## src/sv/lpg_pkg.sv

```systemverilog
// Shared constants, types and the command format for the line point generator.
package lpg_pkg;

   localparam int COORD_BITS = 12;
   localparam int DELTA_BITS = COORD_BITS + 1;
   localparam int ERR_BITS   = COORD_BITS + 3;
   localparam int E2_BITS    = ERR_BITS + 1;
   localparam int COLOR_BITS = 32;

   localparam int QUEUE_DEPTH = 4;
   localparam int QPTR_BITS   = $clog2(QUEUE_DEPTH);
   localparam int QCNT_BITS   = $clog2(QUEUE_DEPTH + 1);

   typedef enum logic [0:0] {
      OP_LOAD = 1'b0,
      OP_EMIT = 1'b1
   } op_type;

   typedef struct packed {
      op_type                         op;
      logic signed [COORD_BITS-1:0]   cur_x;
      logic signed [COORD_BITS-1:0]   cur_y;
      logic signed [COORD_BITS-1:0]   target_x;
      logic signed [COORD_BITS-1:0]   target_y;
      logic signed [DELTA_BITS-1:0]   delta_x;
      logic signed [DELTA_BITS-1:0]   neg_delta_y;
      logic                           step_x_neg;
      logic                           step_y_neg;
      logic signed [ERR_BITS-1:0]     error_init;
      logic        [COLOR_BITS-1:0]   color;
   } cmd_type;

endpackage

```

## src/sv/lpg_front.sv

```systemverilog
// Input side: accepts items, decodes the operation and precomputes line setup.
module lpg_front (
   input  logic                                 req_valid,
   output logic                                 req_ready,
   input  logic                                 req_operation,
   input  logic signed [lpg_pkg::COORD_BITS-1:0] req_x_start,
   input  logic signed [lpg_pkg::COORD_BITS-1:0] req_y_start,
   input  logic signed [lpg_pkg::COORD_BITS-1:0] req_x_end,
   input  logic signed [lpg_pkg::COORD_BITS-1:0] req_y_end,
   input  logic        [lpg_pkg::COLOR_BITS-1:0] req_line_color,
   input  logic                                 queue_full,
   output logic                                 queue_push,
   output lpg_pkg::cmd_type                     queue_cmd
);
   import lpg_pkg::*;

   logic signed [DELTA_BITS-1:0] x0_ext, y0_ext, x1_ext, y1_ext;
   logic signed [DELTA_BITS-1:0] dx, ndy;

   assign req_ready  = !queue_full;
   assign queue_push = req_valid && !queue_full;

   always_comb begin
      x0_ext = DELTA_BITS'(req_x_start);
      y0_ext = DELTA_BITS'(req_y_start);
      x1_ext = DELTA_BITS'(req_x_end);
      y1_ext = DELTA_BITS'(req_y_end);
      dx  = (x1_ext > x0_ext) ? (x1_ext - x0_ext) : (x0_ext - x1_ext);
      // The y span is kept negated, as the error update uses it that way.
      ndy = (y1_ext > y0_ext) ? (y0_ext - y1_ext) : (y1_ext - y0_ext);

      queue_cmd.op          = op_type'(req_operation);
      queue_cmd.cur_x       = req_x_start;
      queue_cmd.cur_y       = req_y_start;
      queue_cmd.target_x    = req_x_end;
      queue_cmd.target_y    = req_y_end;
      queue_cmd.delta_x     = dx;
      queue_cmd.neg_delta_y = ndy;
      queue_cmd.step_x_neg  = !(req_x_start < req_x_end);
      queue_cmd.step_y_neg  = !(req_y_start < req_y_end);
      queue_cmd.error_init  = ERR_BITS'(dx) + ERR_BITS'(ndy);
      queue_cmd.color       = req_line_color;
   end

endmodule

```

## src/sv/lpg_queue.sv

```systemverilog
// Small command queue between the input side and the point stepper.
module lpg_queue (
   input  logic             clock,
   input  logic             reset,
   input  logic             push,
   input  lpg_pkg::cmd_type push_cmd,
   output logic             full,
   input  logic             pop,
   output logic             empty,
   output lpg_pkg::cmd_type pop_cmd
);
   import lpg_pkg::*;

   cmd_type               entries_ff [QUEUE_DEPTH];
   logic [QPTR_BITS-1:0]  wr_ptr_ff, wr_ptr_in;
   logic [QPTR_BITS-1:0]  rd_ptr_ff, rd_ptr_in;
   logic [QCNT_BITS-1:0]  count_ff, count_in;
   logic                  do_push, do_pop;

   assign full    = (count_ff == QCNT_BITS'(QUEUE_DEPTH));
   assign empty   = (count_ff == '0);
   assign do_push = push && !full;
   assign do_pop  = pop && !empty;
   assign pop_cmd = entries_ff[rd_ptr_ff];

   always_comb begin
      wr_ptr_in = do_push ? wr_ptr_ff + QPTR_BITS'(1) : wr_ptr_ff;
      rd_ptr_in = do_pop  ? rd_ptr_ff + QPTR_BITS'(1) : rd_ptr_ff;
      count_in  = count_ff + QCNT_BITS'(do_push) - QCNT_BITS'(do_pop);
   end

   always_ff @(posedge clock) begin
      if (reset) begin
         wr_ptr_ff <= '0;
         rd_ptr_ff <= '0;
         count_ff  <= '0;
      end else begin
         wr_ptr_ff <= wr_ptr_in;
         rd_ptr_ff <= rd_ptr_in;
         count_ff  <= count_in;
      end
   end

   always_ff @(posedge clock) begin
      if (do_push) begin
         entries_ff[wr_ptr_ff] <= push_cmd;
      end
   end

endmodule

```

## src/sv/lpg_back.sv

```systemverilog
// Point stepper: holds the line state, runs at most one Bresenham step per emit item.
module lpg_back (
   input  logic                                  clock,
   input  logic                                  reset,
   input  logic                                  queue_empty,
   input  lpg_pkg::cmd_type                      queue_cmd,
   output logic                                  queue_pop,
   output logic                                  rsp_valid,
   input  logic                                  rsp_ready,
   output logic signed [lpg_pkg::COORD_BITS-1:0] rsp_point_x,
   output logic signed [lpg_pkg::COORD_BITS-1:0] rsp_point_y,
   output logic        [lpg_pkg::COLOR_BITS-1:0] rsp_point_color,
   output logic                                  rsp_point_valid,
   output logic                                  rsp_point_last
);
   import lpg_pkg::*;

   logic signed [COORD_BITS-1:0] cur_x_ff, cur_x_in, cur_y_ff, cur_y_in;
   logic signed [COORD_BITS-1:0] target_x_ff, target_x_in, target_y_ff, target_y_in;
   logic signed [DELTA_BITS-1:0] delta_x_ff, delta_x_in, neg_delta_y_ff, neg_delta_y_in;
   logic                         step_x_neg_ff, step_x_neg_in, step_y_neg_ff, step_y_neg_in;
   logic signed [ERR_BITS-1:0]   error_ff, error_in;
   logic        [COLOR_BITS-1:0] color_ff, color_in;
   logic                         busy_ff, busy_in;

   logic                         rsp_valid_ff, rsp_valid_in;
   logic signed [COORD_BITS-1:0] pt_x_ff, pt_x_in, pt_y_ff, pt_y_in;
   logic        [COLOR_BITS-1:0] pt_color_ff, pt_color_in;
   logic                         pt_valid_ff, pt_valid_in, pt_last_ff, pt_last_in;

   logic                         advance, at_end, move_x, move_y;
   logic signed [E2_BITS-1:0]    e2;
   logic signed [ERR_BITS-1:0]   error_step;

   assign advance   = !rsp_valid_ff || rsp_ready;
   assign queue_pop = advance && !queue_empty;

   assign rsp_valid       = rsp_valid_ff;
   assign rsp_point_x     = pt_x_ff;
   assign rsp_point_y     = pt_y_ff;
   assign rsp_point_color = pt_color_ff;
   assign rsp_point_valid = pt_valid_ff;
   assign rsp_point_last  = pt_last_ff;

   always_comb begin
      at_end = (cur_x_ff == target_x_ff) && (cur_y_ff == target_y_ff);
      e2     = {error_ff, 1'b0};
      move_x = (e2 >= E2_BITS'(neg_delta_y_ff));
      move_y = (e2 <= E2_BITS'(delta_x_ff));
      error_step = error_ff
                 + (move_x ? ERR_BITS'(neg_delta_y_ff) : ERR_BITS'(0))
                 + (move_y ? ERR_BITS'(delta_x_ff) : ERR_BITS'(0));
   end

   always_comb begin
      cur_x_in       = cur_x_ff;
      cur_y_in       = cur_y_ff;
      target_x_in    = target_x_ff;
      target_y_in    = target_y_ff;
      delta_x_in     = delta_x_ff;
      neg_delta_y_in = neg_delta_y_ff;
      step_x_neg_in  = step_x_neg_ff;
      step_y_neg_in  = step_y_neg_ff;
      error_in       = error_ff;
      color_in       = color_ff;
      busy_in        = busy_ff;

      rsp_valid_in = rsp_valid_ff && !rsp_ready;
      pt_x_in      = pt_x_ff;
      pt_y_in      = pt_y_ff;
      pt_color_in  = pt_color_ff;
      pt_valid_in  = pt_valid_ff;
      pt_last_in   = pt_last_ff;

      if (queue_pop) begin
         // Loads and idle emits still return an item, with every field zero.
         rsp_valid_in = 1'b1;
         pt_x_in      = '0;
         pt_y_in      = '0;
         pt_color_in  = '0;
         pt_valid_in  = 1'b0;
         pt_last_in   = 1'b0;
         unique case (queue_cmd.op)
            OP_LOAD: begin
               cur_x_in       = queue_cmd.cur_x;
               cur_y_in       = queue_cmd.cur_y;
               target_x_in    = queue_cmd.target_x;
               target_y_in    = queue_cmd.target_y;
               delta_x_in     = queue_cmd.delta_x;
               neg_delta_y_in = queue_cmd.neg_delta_y;
               step_x_neg_in  = queue_cmd.step_x_neg;
               step_y_neg_in  = queue_cmd.step_y_neg;
               error_in       = queue_cmd.error_init;
               color_in       = queue_cmd.color;
               busy_in        = 1'b1;
            end
            OP_EMIT: begin
               if (busy_ff) begin
                  pt_x_in     = cur_x_ff;
                  pt_y_in     = cur_y_ff;
                  pt_color_in = color_ff;
                  pt_valid_in = 1'b1;
                  if (at_end) begin
                     pt_last_in = 1'b1;
                     busy_in    = 1'b0;
                  end else begin
                     error_in = error_step;
                     if (move_x) begin
                        cur_x_in = step_x_neg_ff ? cur_x_ff - COORD_BITS'(1)
                                                 : cur_x_ff + COORD_BITS'(1);
                     end
                     if (move_y) begin
                        cur_y_in = step_y_neg_ff ? cur_y_ff - COORD_BITS'(1)
                                                 : cur_y_ff + COORD_BITS'(1);
                     end
                  end
               end
            end
            default: begin
               busy_in = busy_ff;
            end
         endcase
      end
   end

   always_ff @(posedge clock) begin
      if (reset) begin
         busy_ff      <= 1'b0;
         rsp_valid_ff <= 1'b0;
      end else begin
         busy_ff      <= busy_in;
         rsp_valid_ff <= rsp_valid_in;
      end
   end

   always_ff @(posedge clock) begin
      cur_x_ff       <= cur_x_in;
      cur_y_ff       <= cur_y_in;
      target_x_ff    <= target_x_in;
      target_y_ff    <= target_y_in;
      delta_x_ff     <= delta_x_in;
      neg_delta_y_ff <= neg_delta_y_in;
      step_x_neg_ff  <= step_x_neg_in;
      step_y_neg_ff  <= step_y_neg_in;
      error_ff       <= error_in;
      color_ff       <= color_in;
      pt_x_ff        <= pt_x_in;
      pt_y_ff        <= pt_y_in;
      pt_color_ff    <= pt_color_in;
      pt_valid_ff    <= pt_valid_in;
      pt_last_ff     <= pt_last_in;
   end

   a_last_has_point: assert property (@(posedge clock) disable iff (reset)
      rsp_valid_ff |-> (!pt_last_ff || pt_valid_ff))
      else $error("endpoint flagged on an item without a point");

   a_end_goes_idle: assert property (@(posedge clock) disable iff (reset)
      (queue_pop && queue_cmd.op == OP_EMIT && busy_ff && at_end) |=>
         (!busy_ff && rsp_valid_ff && pt_last_ff))
      else $error("line endpoint did not return the stepper to idle");

   a_load_arms: assert property (@(posedge clock) disable iff (reset)
      (queue_pop && queue_cmd.op == OP_LOAD) |=>
         (busy_ff && rsp_valid_ff && !pt_valid_ff))
      else $error("load did not arm the stepper with a blank item");

   a_idle_emit_blank: assert property (@(posedge clock) disable iff (reset)
      (queue_pop && queue_cmd.op == OP_EMIT && !busy_ff) |=>
         (rsp_valid_ff && !pt_valid_ff && !pt_last_ff))
      else $error("emit while idle produced a point");

endmodule

```

## src/sv/line_point_generator.sv

```systemverilog
// Top level of the Bresenham line point generator: front end, queue and stepper.
// An accepted item is written into the queue, then popped into the stepper's output register.
// Throughput: one item per cycle while rsp_ready does not hold the stepper's output register.
// The four-entry queue lets input accepts continue while results wait on rsp_ready.
// Reset is synchronous and clears the queue, the output valid and the busy flag to idle.
module line_point_generator (
   input  logic                                  clock,
   input  logic                                  reset,
   input  logic                                  req_valid,
   output logic                                  req_ready,
   input  logic                                  req_operation,
   input  logic signed [lpg_pkg::COORD_BITS-1:0] req_x_start,
   input  logic signed [lpg_pkg::COORD_BITS-1:0] req_y_start,
   input  logic signed [lpg_pkg::COORD_BITS-1:0] req_x_end,
   input  logic signed [lpg_pkg::COORD_BITS-1:0] req_y_end,
   input  logic        [lpg_pkg::COLOR_BITS-1:0] req_line_color,
   output logic                                  rsp_valid,
   input  logic                                  rsp_ready,
   output logic signed [lpg_pkg::COORD_BITS-1:0] rsp_point_x,
   output logic signed [lpg_pkg::COORD_BITS-1:0] rsp_point_y,
   output logic        [lpg_pkg::COLOR_BITS-1:0] rsp_point_color,
   output logic                                  rsp_point_valid,
   output logic                                  rsp_point_last
);
   import lpg_pkg::*;

   cmd_type push_cmd, pop_cmd;
   logic    push, pop, full, empty;

   lpg_front u_front (
      .req_valid      (req_valid),
      .req_ready      (req_ready),
      .req_operation  (req_operation),
      .req_x_start    (req_x_start),
      .req_y_start    (req_y_start),
      .req_x_end      (req_x_end),
      .req_y_end      (req_y_end),
      .req_line_color (req_line_color),
      .queue_full     (full),
      .queue_push     (push),
      .queue_cmd      (push_cmd)
   );

   lpg_queue u_queue (
      .clock    (clock),
      .reset    (reset),
      .push     (push),
      .push_cmd (push_cmd),
      .full     (full),
      .pop      (pop),
      .empty    (empty),
      .pop_cmd  (pop_cmd)
   );

   lpg_back u_back (
      .clock           (clock),
      .reset           (reset),
      .queue_empty     (empty),
      .queue_cmd       (pop_cmd),
      .queue_pop       (pop),
      .rsp_valid       (rsp_valid),
      .rsp_ready       (rsp_ready),
      .rsp_point_x     (rsp_point_x),
      .rsp_point_y     (rsp_point_y),
      .rsp_point_color (rsp_point_color),
      .rsp_point_valid (rsp_point_valid),
      .rsp_point_last  (rsp_point_last)
   );

endmodule

```

## config.mk

```make
export PLATFORM = sky130hd
export DESIGN_NAME = line_point_generator
export DESIGN_NICKNAME = d
export VERILOG_FILES = /design/src/sv/lpg_pkg.sv /design/src/sv/lpg_front.sv /design/src/sv/lpg_queue.sv /design/src/sv/lpg_back.sv /design/src/sv/line_point_generator.sv
export SDC_FILE = /design/constraint.sdc
export NUM_CORES = 1
export LEC_CHECK = 0
export ABC_AREA = 1
export BUFFER_PORTS_ARGS = -buffer_cell sky130_fd_sc_hd__buf_2
export CAP_MARGIN = 15
export CORE_UTILIZATION = 62
export CTS_CLUSTER_SIZE = 16
export DETAILED_ROUTE_END_ITERATION = 16
export PLACE_DENSITY = 0.8
export SYNTH_ARGS = -nofsm -noshare
export SYNTH_HDL_FRONTEND = slang
export SYNTH_SLANG_ARGS = --single-unit
```

## constraint.sdc

```tcl
create_clock -name clock -period 9.7 [get_ports clock]
set_input_delay 1.455 -clock clock [delete_from_list [all_inputs] [get_ports clock]]
set_output_delay 1.455 -clock clock [all_outputs]
set_load 0.005 [all_outputs]
```

Word level (Yosys, flattened, before mapping)
Memories as Yosys holds them, arrays and structs flattened. A register that Yosys moved wholly into a read port is not among the register bits.
Index checks and enable logic that the tools add are counted.
- $add $sub $neg: 15
- multiply operators: 0
- divide/modulo/power cells: 0
- $lt $le $gt $ge: 6
- eq/ne operators: 7
- shift-type cells: 0
- mux-type cells: 27
- bitwise gates (word level): 1
- reduce and logical (&&, ||, !) cells: 19
- operator list (cell ; count):
    $mux W12 ; 8
    $mux W15 ; 4
    $sub A12 B12 Y13 ; 4
    $pmux W12 S2 ; 2
    $add A15 B15 Y15 ; 2
    $pmux W15 S2 ; 1
    $mux W13 ; 2
    $add A12 B2 Y12 const B ; 2
    $eq A12 B12 Y1 ; 2
    $gt A12 B12 Y1 ; 2
    $lt A12 B12 Y1 ; 2
    $sub A12 B2 Y12 const B ; 2
    $ge A16 B13 Y1 ; 1
    $le A16 B13 Y1 ; 1
    $add A13 B13 Y14 ; 1
    $ne A2 B2 Y1 const B ; 4
    $reduce_and A4 Y1 ; 2
    $mux W1 ; 7
    $logic_and A1 B1 Y1 ; 6
    $logic_not A1 Y1 ; 6
    $add A2 B1 Y2 const B ; 2
    $mux W2 ; 2
    $reduce_and A2 Y1 ; 2
    $add A3 B1 Y3 ; 1
    other kinds (7) ; 7
- bits in registers: 190
- latch bits: 0
- memory bits (writable): 496
- bits in read-only memories: 0
- output and inout bits: 60
- logic and storage cells: 96
- memories: 1
- memories (memory ; depth ; bits a word ; rd ports ; clocked after memory_dff ; write ports ; line ; RTL):
    u_queue.entries_ff ; 4 ; 124 ; 1 ; 1 ; 1 ; lpg_queue.sv:14 ; cmd_type entries_ff [QUEUE_DEPTH];

Longest topological paths before layout
- word-level depth: 7
- depth in mapped cells: 25
- mapped depth without buffers: 25

Modules after synthesis
A second synthesis with hierarchy kept.
- cells, all modules: 2851
- area total of the unflattened synthesis: 32494.9 µm²
- by module, submodules not included (module ; times used ; cells each ; area each (µm²)):
    lpg_queue ; 1 ; 1267 ; 18885.6
    lpg_back ; 1 ; 934 ; 9665.5
    lpg_front ; 1 ; 650 ; 3943.8

Worst setup path after synthesis
No wires, ideal clock.
- path kind: input port to flip-flop
- start point: in rsp_ready
- end point: reg u_back.cur_x_ff[0] (enable)
- setup time: 0.344 ns
- data arrival time: 8.021 ns
- required time: 9.356 ns
- path slack: 1.335 ns
- stages on the path: 10
- cells stage by stage: inv_1 > nand2_1 > inv_1 > nor2_1 > inv_1 > nor2_2 > inv_1 > nand2_1 > nand2_1 > inv_1
- word-level cells in the longest chain between the ends: 3
- ends and longest elaborated chain (item ; line ; RTL):
    start: declaration ; line_point_generator.sv:18 ; input logic rsp_ready,
    $logic_or A1 B1 Y1 ; lpg_back.sv:35 ; assign advance = !rsp_valid_ff || rsp_ready;
    $logic_and A1 B1 Y1 ; lpg_back.sv:36 ; assign queue_pop = advance && !queue_empty;
    named net pop ; line_point_generator.sv:28 ; logic push, pop, full, empty;
    $reduce_and A4 Y1 (no line) ; - ;
    end signal: assignment ; lpg_back.sv:137 ; cur_x_ff <= cur_x_in;
    end: declaration ; lpg_back.sv:18 ; logic signed [COORD_BITS-1:0] cur_x_ff, cur_x_in, cur_y_ff, cur_y_in;
The timed path passes the listed nets, and every way through them passes these cells.
A chain may end at the register's enable or synchronous reset.

==> impl_results.md <==
* Sequential power share at 36.6%
* Overall Power at roughly 13 mW
* VDD IR max at 0.258 mV
* Post-CTS Setup Bufs at 0
* Critical path depth in cells at 10
* Worst Setup Start Kind: flop
* Total gr overflow at 0
* Port Buffers at approximately 140
* Cell taking the most area after synthesis: edfxtp_1
* Final worst path period need at 5.15 ns
* Hold path depth at 2
* Nets at 3295
* Flops & latches, synth at 684
* Syn avg cell area at between 10 and 15 um^2
* Worst slew margin at 26.0%
* Area share of the largest cell type after synthesis at a little over three fifths
* Clock-pin slew on the worst setup and hold paths at roughly 0.060 ns
* Area Overhead vs Synth at 10.8%
* Max FO, Critical Path at between 60 and 70
* Gr usage total at 30.1%
* Final Max Slew Viols at 0
* GP Congestion at 0.948
* Worst hold slack at 0.471 ns
* Drt via density at just under 6
* Cell variety after synth at 41
* Highest Clock Rate at 194 MHz
* WL final at 77800 um
* Post-synth EDFFs at 673
* Power per cell area at ~370 nW/um^2
* Comb pwr share at 43.4%
* Post-Layout Cell Count at between 3000 and 4000
* Clock Root Buffer: clkbuf_16
* Clock buffer depth at 3
* Chip Height at 229 um
* Seq/Total Area, Yosys at 63.8%
* Global-route wire length before repair at approximately 120000 um
* RSZ-0062 raised after global routing: no
* Post-synth top cells: edfxtp_1 (673), nand2_1 (467), nor2_1 (417), inv_1 (321), o21ai_0 (305)
* CP top delay family: simple AND/OR/NAND/NOR gates
* DR DRC count at 0
* Crit path buffers/inverters at 5
* H-tree lvl count at 3
* Top cells by area, synth: edfxtp_1 (63%), nand2_1 (5.5%), ha_1 (5.3%)
* Internal power at roughly 7.7 mW
* Cells after Synth at 2927
* Largest stage delay on the critical path at 0.95 ns
* Placeable Area at 50600 um^2
* Net Sw Frac at 40.9%
* CTS buffer count at 70
* PostCTS Resize Cnt at 0
* Slew @ Worst Pin at 1.11 ns
* Worst-skew pair later-pin latency at 0.62 ns
* Cells along the critical path: clkinv_2, nand3_1, nand2_2, buf_4, inv_2, nor2_4, inv_1, nand2_1, nand2_1, inv_1
* DR iter-0 viols at just over 2000
* Worst endpoint required time at 9.95 ns
* Die Width at 229 um
* Initial antenna violation count at 1
* Pre-CTS worst setup slack at 4.60 ns
* CP Capture Type: flop
* Cell row count at 82
* Wire per inst at 20.6 um
* Max-cap violations at 0
* Initial DRT Pass Iterations at 8
* Final Hold Vio Count at 0
* Hold_buf cts at 0
* DR vias at 22300
* Final setup fails at 0
* Share of layout cells above drive strength 1 at 9.64%
* Final TNS setup at 0 ns
* I/O pins at 145
* DP HPWL at 50800 um
* Antenna Nets Post-Route at 0
* Psw at 5.31 mW
* R2R cell count at 10
* Final setup margin at roughly 4.5 ns
* Number of synthesis warnings at 0
* Post-Syn Area at 32000 um^2
* Most numerous cell in the Yosys netlist: edfxtp_1
* Ant diodes at 0
* Die ar. at 52500 um^2
* Crit-path slowest cell: nor2_4
* Largest net degree at the start of global routing at ~170
* Placed insts at 3652
* Starting Density at 63.3%
* Asr flop ratio synth at 0%
* Vias in the first global route at 22000
* Lkg Pwr at 14.4 nW
* Worst min path class: flop to flop
* Final period utilization at a little over half
* WS Path Type: flop to flop
* Worst Path Arrival at 5.41 ns
* Clock power share at 20.0%
* Mapped Nets at 3170
* Ys flop type: edfxtp_1
* TritonCTS clock tree: yes
* Status: complete, no violations
* Final Skew at around 0.028 ns
* Sink Count at 684
sequential cells by signal, indices dropped and copies added, names as in the netlist, 2 cells and up, named ones only:
register,cells
u_back.cur_y_ff,12
u_back.cur_x_ff,12
u_back.target_x_ff,12
u_back.error_ff,15
u_back.neg_delta_y_ff,13
u_back.rsp_point_x,12
u_queue.entries_ff,492
u_back.rsp_point_y,12
u_back.color_ff,32
u_queue.count_ff,3
u_queue.rd_ptr_ff,2
u_back.delta_x_ff,13
u_back.target_y_ff,12
u_queue.wr_ptr_ff,2
u_back.rsp_point_color,32
power by group through the flow:
stage / combinational [mW] / clock, mW / sequential [mW]
3_5_place_dp: 5.52 / 0 / 4.80
5_1_grt: 6.31 / 2.73 / 4.82
4_1_cts: 5.57 / 2.62 / 4.76
2_1_floorplan: 3.99 / 0 / 4.70
3_3_place_gp: 5.35 / 0 / 4.77
6_report: 5.63 / 2.60 / 4.76
layer usage:
metal	track usage [%]	vias to the layer above	part of all wire [%]
met5	0	-	0
met4	11.3	0	2.9
met3	4.28	173	7.6
met2	50.2	955	48
met1	40.4	10900	41
li1	-	10300	-
worst register-to-register path, cell delays in order (launching register included):
cell and delay [ns]:
dfxtp_4 0.60, clkinv_2 0.58, nand3_1 0.23, nand2_2 0.13, buf_4 0.48, inv_2 0.40
nor2_4 0.95, inv_1 0.24, nand2_1 0.60, nand2_1 0.19, inv_1 0.40
path summary, 6_finish.rpt:
check                  startpoint            endpoint  slack [ns]
max reg2reg                  flop  u_back.cur_x_ff[1]        4.55
max                          flop  u_back.cur_x_ff[1]        4.55
min          u_queue.rd_ptr_ff[1]                flop        0.47
min reg2reg  u_queue.rd_ptr_ff[1]                flop        0.47
layout by cell type (no fill, tap or decap), drive strengths merged:
master    instances
clkbuf           82
clkinvlp          2
nor3             10
inv             332
a21oi           104
a21o              5
o21a              4
buf             163
o21bai            5
a211oi            1
ha              135
xor2             46
fa               23
nand4            20
o22ai           118
nand2           475
edfxtp          673
clkinv           27
a22o              1
xnor2            17
nand3b            8
o21ai           314
or2               4
bufinv            6
o31ai             2
a31oi            10
a21boi            5
nor2            423
and2              1
nand3            74
dfxtp            11
per-stage QoR:
stage               instance area, um^2  util, %
global route                      35500     70.1
global placement                  33300     65.8
detailed placement                33300     65.8
finish                            35500     70.1
floorplan                         32000        -
CTS                               35500     70.1
cells by family (layout without fill, tap and decap cells):
logic type      after synthesis  after routing  share of synthesized area [%]
simple gates               1015           1015                           12.7
flops                       684            684                           63.8
compound gates              569            569                           9.64
buf+inv                     438            612                           5.44
fa+ha+maj                   158            158                           6.71
xor+xnor                     63             63                           1.72
final cells by class:
type	count	area [um^2]
Clock buffer	82	1810
Inverter	328	1240
Fill cell	3524	15100
Sequential cell	684	20400
Clock inverter	39	370
Multi-Input combinational cell	1805	9890
Timing Repair Buffer	163	888
Tap cell	672	841
(Power assumes the default switching activity.)
